[src/rmts_pkg.sv]
// Shared constants, register codes and result type of the rate-monotonic scheduler.
package rmts_pkg;

	localparam int NUM_TASKS  = 4;
	localparam int TIME_WIDTH = 16;
	localparam int IDX_W      = $clog2(NUM_TASKS);
	localparam int TCOUNT_W   = 3;
	localparam int NOW_W      = 32;
	localparam int TOTAL_W    = 18;
	localparam int WORD_W     = 48;
	localparam int ADDR_W     = 6;
	localparam int DATA_W     = 64;

	localparam logic [TCOUNT_W-1:0] NUM_TASKS_C = TCOUNT_W'(NUM_TASKS);
	localparam logic [2:0]          IDLE_MARK   = 3'd7;
	localparam logic [TOTAL_W-1:0]  TOTAL_SAT   = {TOTAL_W{1'b1}};

	// Register codes, taken from paddr[5:3]
	typedef enum logic [2:0] {
		REG_TASK_COUNT  = 3'd0,
		REG_TASK_WORD_0 = 3'd1,
		REG_TASK_WORD_1 = 3'd2,
		REG_TASK_WORD_2 = 3'd3,
		REG_TASK_WORD_3 = 3'd4
	} reg_idx_t;

	typedef struct packed {
		logic [NOW_W-1:0]     now;
		logic                 cpu_busy;
		logic [IDX_W-1:0]     running_task;
		logic                 fresh_start;
		logic                 preempted;
		logic                 job_finished;
		logic [NUM_TASKS-1:0] missed_mask;
		logic [TOTAL_W-1:0]   miss_total;
		logic [TOTAL_W-1:0]   done_total;
		logic                 all_done;
	} result_t;

endpackage

[src/rmts_tick_if.sv]
// Tick channel: valid/ready handshake carrying the restart flag.
interface rmts_tick_if;
	logic valid;
	logic ready;
	logic restart;

	modport source (output valid, output restart, input ready);
	modport sink   (input valid, input restart, output ready);
endinterface

[src/rmts_result_if.sv]
// Result channel: valid/ready handshake carrying one scheduler result item.
interface rmts_result_if;
	import rmts_pkg::*;

	logic                 valid;
	logic                 ready;
	logic [NOW_W-1:0]     now;
	logic                 cpu_busy;
	logic [IDX_W-1:0]     running_task;
	logic                 fresh_start;
	logic                 preempted;
	logic                 job_finished;
	logic [NUM_TASKS-1:0] missed_mask;
	logic [TOTAL_W-1:0]   miss_total;
	logic [TOTAL_W-1:0]   done_total;
	logic                 all_done;

	modport source (
		output valid, output now, output cpu_busy, output running_task,
		output fresh_start, output preempted, output job_finished,
		output missed_mask, output miss_total, output done_total, output all_done,
		input ready
	);
	modport sink (
		input valid, input now, input cpu_busy, input running_task,
		input fresh_start, input preempted, input job_finished,
		input missed_mask, input miss_total, input done_total, input all_done,
		output ready
	);
endinterface

[src/rate_monotonic_task_scheduler.sv]
// Preemptive rate-monotonic scheduler: one tick in, one result out per unstalled cycle.
//
// Each tick item advances the schedule by one time unit (or, with restart set, reloads all
// per-task state from the task words at time zero). On a tick every active task whose phase
// counter is at zero releases a job if repeats remain; a task whose previous job is still
// pending misses its deadline instead, restarts the job and spends a repeat. The pending
// task with the shortest period (zero counts as one, ties to the lowest index) then runs
// one unit. Once every active task has used its repeats, ticks change nothing and report
// idle with all_done set. Throughput is one item per clock while the skid is free: the
// release, the four-way priority scan and the counter updates are a single combinational
// pass from the task state registers into the result registers. A two-entry result buffer
// (main register plus skid) lets the block keep taking items while a result is stalled;
// ready drops only when both entries hold results. Configuration uses an APB port with
// 64-bit data: task_count at byte 0x00, task words 0..3 at 0x08, 0x10, 0x18, 0x20. Period
// and execution-time changes take effect immediately; per-task counters reload only on a
// restart item. No clearing pass is needed after reset.
module rate_monotonic_task_scheduler (
	input  logic                        clk,
	input  logic                        arst_n,
	rmts_tick_if.sink                   tick,
	rmts_result_if.source               result,
	input  logic                        psel,
	input  logic                        penable,
	input  logic                        pwrite,
	input  logic [rmts_pkg::ADDR_W-1:0] paddr,
	input  logic [rmts_pkg::DATA_W-1:0] pwdata,
	output logic [rmts_pkg::DATA_W-1:0] prdata,
	output logic                        pready
);
	import rmts_pkg::*;

	// Configuration registers
	logic [TCOUNT_W-1:0] task_count_q;
	logic [WORD_W-1:0]   task_word_q [NUM_TASKS];

	// Per-task scheduler state
	logic [TIME_WIDTH-1:0] time_left_q    [NUM_TASKS];
	logic [TIME_WIDTH-1:0] phase_count_q  [NUM_TASKS];
	logic [TIME_WIDTH-1:0] repeats_left_q [NUM_TASKS];
	logic [NUM_TASKS-1:0]  job_pending_q;
	logic [2:0]            last_runner_q;
	logic [NOW_W-1:0]      tick_count_q;
	logic [TOTAL_W-1:0]    miss_counter_q;
	logic [TOTAL_W-1:0]    done_counter_q;

	// Result buffer
	result_t main_q, skid_q;
	logic    main_valid_q, skid_valid_q;

	// Next-state values
	logic [TIME_WIDTH-1:0] time_left_d    [NUM_TASKS];
	logic [TIME_WIDTH-1:0] phase_count_d  [NUM_TASKS];
	logic [TIME_WIDTH-1:0] repeats_left_d [NUM_TASKS];
	logic [NUM_TASKS-1:0]  job_pending_d;
	logic [2:0]            last_runner_d;
	logic [NOW_W-1:0]      tick_count_d;
	logic [TOTAL_W-1:0]    miss_counter_d;
	logic [TOTAL_W-1:0]    done_counter_d;
	result_t               res_d;

	// Per-lane work signals
	logic [TCOUNT_W-1:0]   n_act;
	logic [NUM_TASKS-1:0]  act, reps_nz, rel, miss, pend1, elig, is_best, fin_lane;
	logic [NUM_TASKS-1:0]  reps2_nz, reps_cfg_nz;
	logic [TIME_WIDTH-1:0] exec_t  [NUM_TASKS];
	logic [TIME_WIDTH-1:0] reps_t  [NUM_TASKS];
	logic [TIME_WIDTH-1:0] per_t   [NUM_TASKS];
	logic [TIME_WIDTH-1:0] tl1     [NUM_TASKS];
	logic [TIME_WIDTH-1:0] reps1   [NUM_TASKS];
	logic [TIME_WIDTH-1:0] tl2     [NUM_TASKS];
	logic [TIME_WIDTH-1:0] reps2   [NUM_TASKS];
	logic [TIME_WIDTH:0]   phase_nx [NUM_TASKS];
	logic                  done_pre, best_valid, fresh, fin, pre;
	logic [IDX_W-1:0]      best_idx;
	logic [TIME_WIDTH-1:0] best_per;
	logic [2:0]            miss_n;
	logic [TOTAL_W:0]      miss_sum, done_sum;

	logic tick_acc, res_take, cfg_wr;

	assign pready   = 1'b1;
	assign cfg_wr   = psel & penable & pwrite & pready;
	assign tick.ready = ~skid_valid_q;
	assign tick_acc = tick.valid & tick.ready;
	assign res_take = main_valid_q & result.ready;

	// Configuration write
	always_ff @(posedge clk or negedge arst_n) begin
		if (!arst_n) begin
			task_count_q <= '0;
			for (int i = 0; i < NUM_TASKS; i++) begin
				task_word_q[i] <= '0;
			end
		end else if (cfg_wr) begin
			case (reg_idx_t'(paddr[5:3]))
				REG_TASK_COUNT:  task_count_q   <= pwdata[TCOUNT_W-1:0];
				REG_TASK_WORD_0: task_word_q[0] <= pwdata[WORD_W-1:0];
				REG_TASK_WORD_1: task_word_q[1] <= pwdata[WORD_W-1:0];
				REG_TASK_WORD_2: task_word_q[2] <= pwdata[WORD_W-1:0];
				REG_TASK_WORD_3: task_word_q[3] <= pwdata[WORD_W-1:0];
				default: ;
			endcase
		end
	end

	// Configuration read
	always_comb begin
		case (reg_idx_t'(paddr[5:3]))
			REG_TASK_COUNT:  prdata = DATA_W'(task_count_q);
			REG_TASK_WORD_0: prdata = DATA_W'(task_word_q[0]);
			REG_TASK_WORD_1: prdata = DATA_W'(task_word_q[1]);
			REG_TASK_WORD_2: prdata = DATA_W'(task_word_q[2]);
			REG_TASK_WORD_3: prdata = DATA_W'(task_word_q[3]);
			default:         prdata = '0;
		endcase
	end

	// One scheduling pass
	always_comb begin
		n_act = (task_count_q > NUM_TASKS_C) ? NUM_TASKS_C : task_count_q;

		// Decode task words, then release jobs and flag misses
		for (int i = 0; i < NUM_TASKS; i++) begin
			act[i]         = TCOUNT_W'(i) < n_act;
			exec_t[i]      = task_word_q[i][16 +: TIME_WIDTH];
			reps_t[i]      = task_word_q[i][32 +: TIME_WIDTH];
			per_t[i]       = (task_word_q[i][TIME_WIDTH-1:0] == '0) ?
			                 TIME_WIDTH'(1) : task_word_q[i][TIME_WIDTH-1:0];
			reps_nz[i]     = repeats_left_q[i] != '0;
			reps_cfg_nz[i] = reps_t[i] != '0;
			rel[i]         = act[i] && phase_count_q[i] == '0 && reps_nz[i];
			miss[i]        = rel[i] & job_pending_q[i];
			tl1[i]         = miss[i] ? exec_t[i] : time_left_q[i];
			reps1[i]       = miss[i] ? repeats_left_q[i] - 1'b1 : repeats_left_q[i];
			// A miss that spends the last repeat drops the job
			pend1[i]       = miss[i] ? (reps1[i] != '0) : (rel[i] | job_pending_q[i]);
			elig[i]        = act[i] & pend1[i] & (reps1[i] != '0);
		end
		done_pre = ~|(act & reps_nz);

		// Priority scan: shortest period wins, ties keep the lower index
		best_valid = 1'b0;
		best_idx   = '0;
		best_per   = '0;
		for (int i = 0; i < NUM_TASKS; i++) begin
			if (elig[i] && (!best_valid || per_t[i] < best_per)) begin
				best_valid = 1'b1;
				best_idx   = IDX_W'(i);
				best_per   = per_t[i];
			end
		end

		// Run the winner one unit, advance phases
		fresh = 1'b0;
		fin   = 1'b0;
		pre   = 1'b0;
		for (int i = 0; i < NUM_TASKS; i++) begin
			is_best[i]  = best_valid && best_idx == IDX_W'(i);
			fin_lane[i] = is_best[i] && tl1[i] <= TIME_WIDTH'(1);
			tl2[i]      = is_best[i] ? (fin_lane[i] ? exec_t[i] : tl1[i] - 1'b1) : tl1[i];
			reps2[i]    = fin_lane[i] ? reps1[i] - 1'b1 : reps1[i];
			reps2_nz[i] = reps2[i] != '0;
			phase_nx[i] = {1'b0, phase_count_q[i]} + 1'b1;
			fresh       = fresh | (is_best[i] && tl1[i] == exec_t[i]);
			fin         = fin | fin_lane[i];
			pre         = pre | (last_runner_q == 3'(i) && pend1[i]);
		end
		pre = pre && last_runner_q < n_act &&
		      (!best_valid || last_runner_q[IDX_W-1:0] != best_idx);

		miss_n   = 3'($countones(miss));
		miss_sum = {1'b0, miss_counter_q} + (TOTAL_W+1)'(miss_n);
		done_sum = {1'b0, done_counter_q} + (TOTAL_W+1)'(fin);

		// Hold state by default
		time_left_d    = time_left_q;
		phase_count_d  = phase_count_q;
		repeats_left_d = repeats_left_q;
		job_pending_d  = job_pending_q;
		last_runner_d  = last_runner_q;
		tick_count_d   = tick_count_q;
		miss_counter_d = miss_counter_q;
		done_counter_d = done_counter_q;

		res_d              = '0;
		res_d.now          = tick_count_q;
		res_d.miss_total   = miss_counter_q;
		res_d.done_total   = done_counter_q;
		res_d.all_done     = 1'b1;

		if (tick.restart) begin
			for (int i = 0; i < NUM_TASKS; i++) begin
				time_left_d[i]    = exec_t[i];
				phase_count_d[i]  = '0;
				repeats_left_d[i] = reps_t[i];
			end
			job_pending_d  = '0;
			last_runner_d  = IDLE_MARK;
			tick_count_d   = '0;
			miss_counter_d = '0;
			done_counter_d = '0;
			res_d.now        = '0;
			res_d.miss_total = '0;
			res_d.done_total = '0;
			res_d.all_done   = ~|(act & reps_cfg_nz);
		end else if (!done_pre) begin
			for (int i = 0; i < NUM_TASKS; i++) begin
				time_left_d[i]    = tl2[i];
				repeats_left_d[i] = reps2[i];
				job_pending_d[i]  = pend1[i] & ~fin_lane[i];
				phase_count_d[i]  = (phase_nx[i] >= {1'b0, per_t[i]}) ?
				                    '0 : phase_nx[i][TIME_WIDTH-1:0];
			end
			last_runner_d  = (best_valid && !fin) ? {1'b0, best_idx} : IDLE_MARK;
			tick_count_d   = tick_count_q + 1'b1;
			miss_counter_d = miss_sum[TOTAL_W] ? TOTAL_SAT : miss_sum[TOTAL_W-1:0];
			done_counter_d = done_sum[TOTAL_W] ? TOTAL_SAT : done_sum[TOTAL_W-1:0];

			res_d.cpu_busy     = best_valid;
			res_d.running_task = best_valid ? best_idx : '0;
			res_d.fresh_start  = fresh;
			res_d.preempted    = pre;
			res_d.job_finished = fin;
			res_d.missed_mask  = miss;
			res_d.miss_total   = miss_counter_d;
			res_d.done_total   = done_counter_d;
			res_d.all_done     = ~|(act & reps2_nz);
		end
	end

	// Commit state on an accepted tick item
	always_ff @(posedge clk or negedge arst_n) begin
		if (!arst_n) begin
			for (int i = 0; i < NUM_TASKS; i++) begin
				time_left_q[i]    <= '0;
				phase_count_q[i]  <= '0;
				repeats_left_q[i] <= '0;
			end
			job_pending_q  <= '0;
			last_runner_q  <= IDLE_MARK;
			tick_count_q   <= '0;
			miss_counter_q <= '0;
			done_counter_q <= '0;
		end else if (tick_acc) begin
			time_left_q    <= time_left_d;
			phase_count_q  <= phase_count_d;
			repeats_left_q <= repeats_left_d;
			job_pending_q  <= job_pending_d;
			last_runner_q  <= last_runner_d;
			tick_count_q   <= tick_count_d;
			miss_counter_q <= miss_counter_d;
			done_counter_q <= done_counter_d;
		end
	end

	// Result buffer: main register feeds the port, skid holds the newer item under stall
	always_ff @(posedge clk or negedge arst_n) begin
		if (!arst_n) begin
			main_valid_q <= 1'b0;
			skid_valid_q <= 1'b0;
		end else if (!main_valid_q || res_take) begin
			main_valid_q <= skid_valid_q | tick_acc;
			skid_valid_q <= skid_valid_q & tick_acc;
		end else if (tick_acc) begin
			skid_valid_q <= 1'b1;
		end
	end

	always_ff @(posedge clk) begin
		if (!main_valid_q || res_take) begin
			if (skid_valid_q) begin
				main_q <= skid_q;
				if (tick_acc) begin
					skid_q <= res_d;
				end
			end else if (tick_acc) begin
				main_q <= res_d;
			end
		end else if (tick_acc) begin
			skid_q <= res_d;
		end
	end

	assign result.valid        = main_valid_q;
	assign result.now          = main_q.now;
	assign result.cpu_busy     = main_q.cpu_busy;
	assign result.running_task = main_q.running_task;
	assign result.fresh_start  = main_q.fresh_start;
	assign result.preempted    = main_q.preempted;
	assign result.job_finished = main_q.job_finished;
	assign result.missed_mask  = main_q.missed_mask;
	assign result.miss_total   = main_q.miss_total;
	assign result.done_total   = main_q.done_total;
	assign result.all_done     = main_q.all_done;

endmodule
[src/flat_wrapper.sv]
// flat-port wrapper written by rule: the top's interface ports become plain ports
module rate_monotonic_task_scheduler_flat import rmts_pkg::*;
  (clk, arst_n, psel, penable, pwrite, paddr, pwdata, prdata, pready, tick_valid, tick_restart, tick_ready, result_valid, result_now, result_cpu_busy, result_running_task, result_fresh_start, result_preempted, result_job_finished, result_missed_mask, result_miss_total, result_done_total, result_all_done, result_ready);
  rmts_tick_if tick_i ();
  rmts_result_if result_i ();
  input  logic clk;
  input  logic arst_n;
  input  logic psel;
  input  logic penable;
  input  logic pwrite;
  input  logic [rmts_pkg::ADDR_W-1:0] paddr;
  input  logic [rmts_pkg::DATA_W-1:0] pwdata;
  output logic [rmts_pkg::DATA_W-1:0] prdata;
  output logic pready;
  input wire logic [$bits(tick_i.valid)-1:0] tick_valid;
  input wire logic [$bits(tick_i.restart)-1:0] tick_restart;
  output wire logic [$bits(tick_i.ready)-1:0] tick_ready;
  output wire logic [$bits(result_i.valid)-1:0] result_valid;
  output wire logic [$bits(result_i.now)-1:0] result_now;
  output wire logic [$bits(result_i.cpu_busy)-1:0] result_cpu_busy;
  output wire logic [$bits(result_i.running_task)-1:0] result_running_task;
  output wire logic [$bits(result_i.fresh_start)-1:0] result_fresh_start;
  output wire logic [$bits(result_i.preempted)-1:0] result_preempted;
  output wire logic [$bits(result_i.job_finished)-1:0] result_job_finished;
  output wire logic [$bits(result_i.missed_mask)-1:0] result_missed_mask;
  output wire logic [$bits(result_i.miss_total)-1:0] result_miss_total;
  output wire logic [$bits(result_i.done_total)-1:0] result_done_total;
  output wire logic [$bits(result_i.all_done)-1:0] result_all_done;
  input wire logic [$bits(result_i.ready)-1:0] result_ready;
  assign tick_i.valid = tick_valid;
  assign tick_i.restart = tick_restart;
  assign tick_ready = tick_i.ready;
  assign result_valid = result_i.valid;
  assign result_now = result_i.now;
  assign result_cpu_busy = result_i.cpu_busy;
  assign result_running_task = result_i.running_task;
  assign result_fresh_start = result_i.fresh_start;
  assign result_preempted = result_i.preempted;
  assign result_job_finished = result_i.job_finished;
  assign result_missed_mask = result_i.missed_mask;
  assign result_miss_total = result_i.miss_total;
  assign result_done_total = result_i.done_total;
  assign result_all_done = result_i.all_done;
  assign result_i.ready = result_ready;
  rate_monotonic_task_scheduler u_core (.clk(clk), .arst_n(arst_n), .tick(tick_i), .result(result_i), .psel(psel), .penable(penable), .pwrite(pwrite), .paddr(paddr), .pwdata(pwdata), .prdata(prdata), .pready(pready));
endmodule
[config.mk]
export PLATFORM = sky130hd
export DESIGN_NAME = rate_monotonic_task_scheduler_flat
export DESIGN_NICKNAME = d
export VERILOG_FILES = /design/src/rmts_pkg.sv /design/src/rmts_tick_if.sv /design/src/rmts_result_if.sv /design/src/rate_monotonic_task_scheduler.sv /design/src/flat_wrapper.sv
export SDC_FILE = /design/constraint.sdc
export NUM_CORES = 2
export LEC_CHECK = 0
export ABC_CLOCK_PERIOD_IN_PS = 37100
export BUFFER_PORTS_ARGS = -buffer_cell sky130_fd_sc_hd__buf_2
export CORE_ASPECT_RATIO = 0.8
export CORE_UTILIZATION = 30
export DETAILED_ROUTE_END_ITERATION = 16
export GPL_ROUTABILITY_DRIVEN = 1
export GPL_TIMING_DRIVEN = 1
export PLACE_DENSITY = 0.52
export SLEW_MARGIN = 20
export SYNTH_ARGS = -nofsm -noshare
export SYNTH_HDL_FRONTEND = slang
export SYNTH_SLANG_ARGS = --single-unit
[constraint.sdc]
create_clock -name clk -period 37.1 [get_ports clk]
set_input_delay 7.42 -clock clk [delete_from_list [all_inputs] [get_ports clk]]
set_output_delay 7.42 -clock clk [all_outputs]
set_load 0.01 [all_outputs]
==> results.md <==
- Switching Share: 0.429
- Peak fanout along the critical path: 36
- Pwr per Cell Area: 63.0 mW/mm2
- Core footprint: 0.137 mm2
- Cells after Synth: 4734
- WP data arrival: 18500 ps
- Worst Hold Class: reg -> reg
- All-Layer GR Usage: 0.203
- Cell area after synthesis: 0.0415 mm2
- Vias in the first global route: 33800
- Pins over their slew limit: 0
- Final ANT Viol Nets: 0
- Combinational Power Share: 0.392
- R2r worst-path depth: 63
- Vias: 36200
- Setup TNS Final: 0 ps
- Psw: 1260 uW
- DIE AREA: 0.140 mm2
- CTS max path bufs: 3
- Crit. End Element: flop
- Boundary pin count: 224
- Slew @ Worst Pin: 1090 ps
- H-tree depth: 3
- EDFF count, synth: 158
- GPL Wtd Cong: 0.952
- WL per Instance: 21.9 um
- DR vias/cell: 5.46
- # Post-CTS Setup Buffers: 0
- TritonCTS clock tree: done
- Synth async-reset ratio: 0.746
- CP startpoint kind: flop
- Total CTS buffers: 75
- Hold Path Depth: 2
- Minimum clock period after layout: 18120 ps
- Area contributors post-synth: dfrtp_1, edfxtp_1, mux2_2, nand2_1, o21ai_0
- Sequential share of power: 0.351
- DRC: 0
- Min-Delay Endpoint: u_core.result.miss_total[15]
- Worst path max stage delay: 870 ps
- Worst hold start: u_core.skid_q[34]
- Int Pwr: 1670 uW
- LEAKAGE: 0.0196 uW
- Area leader, netlist: dfrtp_1
- DR iter-0 viols: 3384
- FF-to-FF Start: u_core.repeats_left_q[48]
- Yosys cell types: 103
- Kind of critical path: reg -> reg
- FILL cells: 14100
- GRT Max-Usage Layer: met1
- Detail Placement HPWL: 104000 um
- Syn_area_per_cell: 8.77 um2
- Clock-pin slew on the worst setup and hold paths: 60 ps
- Grt total ovfl: 0
- Worst-Skew Late Latency: 690 ps
- Share of cells above drive strength 1: 0.136
- Fin crit share: 0.488
- Port Buf Inserts: 187
- CTS sink count: 622
- Outcome: completed
- Synth warn: 0
- RSZ-0062 raised after global routing: no
- Critical path's slowest cell: a2111oi_0
- First-pass GRT wire length: 219000 um
- Die W: 418 um
- Met1 usage: 0.299
- Largest net degree at the start of global routing: 208
- Hold buffers post-CTS: 0
- Setup-failing EPs final: 0
- Rows: 121
- Slew HR: 0.267
- First-pass DRT Iterations: 6
- Sequential share of the synthesized area: 0.394
- Top_reg_cell synth: dfrtp_1
- Critical path required time: 37480 ps
- Starting density of the core: 0.304
- Peak VDD IR: 0.0321 mV
- Most frequent CP cell: a21oi_1
- Top-count cell post-synth: nand2_1
- Max_cap viols: 0
- DRT Wirelength: 145000 um
- Initial antenna violation count: 13
- Post-CTS Resized: 0
- Die height: 335 um
- Yosys top cell area share: 0.278
- NumNets Final: 4933
- Final Skew: 38.0 ps
- Global-route track usage on met3: 0.0385
- Synth top cells by count: nand2_1, dfrtp_1, nor2_1
- F_max: 55.2 MHz
- Final hold vios: 0
- Met2 GRT Util: 0.298
- Reg2reg end: u_core.result.done_total[1]
- Reg2reg setup slack: 18980 ps
- P&R area growth vs syn: 11.9%
- Root Driver: clkbuf_16
- Final core occ: 0.340
- Synth Register Bits: 622
- Clock power share: 0.256
==> power groups by stage <==
stage	Combinational [uW]	Sequential, uW	Clock, uW
after detailed placement	1130	1030	0
after floorplan	852	926	0
after global placement	1120	1030	0
after global routing	1270	1040	795
after CTS	1140	1020	770
final	1150	1030	750
==> cell type report <==
cell class,instances,area [um2],share of cell area
antenna,5,12.5,0.000269
clock buffer,98,2040,0.0440
clock inverter,38,404,0.00870
inverter,150,563,0.0121
multi-input combinational,3604,23300,0.501
sequential,622,16400,0.352
tap,1845,2310,0.0497
timing repair buffer,256,1500,0.0322
==> worst max-delay path, delay by kind of cell, from the launching register on <==
family                   cells  cell delay (ps)
AO/OA/AOI/OAI               27             6040
XOR/XNOR                     1              240
adder cells (fa/ha/maj)      7             2140
buffers and inverters        6             1560
flip-flops                   1              460
AND/OR/NAND/NOR             22             7220
==> through the flow <==
stage | instance area [um2] | total power [uW] | cells | hold WS [ps] | worst slack [ps]
after floorplan | 41500 | 1780 | 4749 | 478 | 20910
after global placement | 44000 | 2150 | 6477 | 493 | 19300
after detailed placement | 44000 | 2170 | 6477 | 500 | 19380
after CTS | 46400 | 2930 | 6613 | 518 | 19290
after global routing | 46400 | 3110 | 6617 | 553 | 18160
final | 46400 | 2930 | 6618 | 515 | 18980
==> flip-flops by register name (all words and copies together) (netlist names), 2 cells and up <==
name and count:
u_core.result.now 32, u_core.exec_t 64, u_core.result.done_total 18, u_core.tick_count_q 32, u_core.done_counter_q 18, u_core.phase_count_q 64
u_core.result.missed_mask 4, u_core.miss_counter_q 18, u_core.skid_q 79, u_core.result.miss_total 18, u_core.task_count_q 3, u_core.time_left_q 64
u_core.task_word_q 64, u_core.reps_t 64, u_core.result.running_task 2, u_core.repeats_left_q 64, u_core.last_runner_q 3, u_core.job_pending_q 4
==> worst max path at each step <==
| stage | slack [ps] | depth (start not counted) | to | startpoint |
|---|---|---|---|---|
| 2_1_floorplan | 20910 | 5 | prdata[10] | paddr[4] |
| 3_3_place_gp | 19300 | 62 | u_core.result.done_total[1] | u_core.repeats_left_q[48] |
| 3_5_place_dp | 19380 | 61 | u_core.result.done_total[1] | u_core.repeats_left_q[48] |
| 4_1_cts | 19290 | 60 | u_core.result.done_total[1] | u_core.repeats_left_q[48] |
| 5_1_grt | 18160 | 62 | u_core.result.done_total[1] | u_core.repeats_left_q[48] |
| 6_report | 18980 | 63 | u_core.result.done_total[1] | u_core.repeats_left_q[48] |
==> routing by layer <==
metal	routed length, um	up-vias
met5	43	-
met4	4080	6
met3	9210	197
met2	61800	1076
met1	69700	17800
li1	-	17100
==> placed cells by master, fill, tap and decap left out, types with 116 or more instances in the layout <==
master	netlist	routed
dfrtp_1	461	460
ha_1	144	144
xor2_1	127	127
nor3_1	116	116
a21oi_1	250	248
inv_1	145	145
nand2_1	543	543
edfxtp_1	158	158
nor2_1	391	382
buf_2	18	185
mux2_2	198	198
xnor2_1	132	132
o21ai_0	385	382
nand3_1	146	145
==> kinds of logic after synthesis <==
kind of cell	count (synthesis)	synth area share
flip-flops	622	0.394
multiplexers	271	0.0716
adder cells (fa/ha/maj)	146	0.0444
XOR/XNOR	260	0.0551
buffers and inverters	523	0.0500
other	2	0.000181
AND/OR/NAND/NOR	1719	0.202
AO/OA/AOI/OAI	1191	0.183
(Power assumes the default switching activity.)
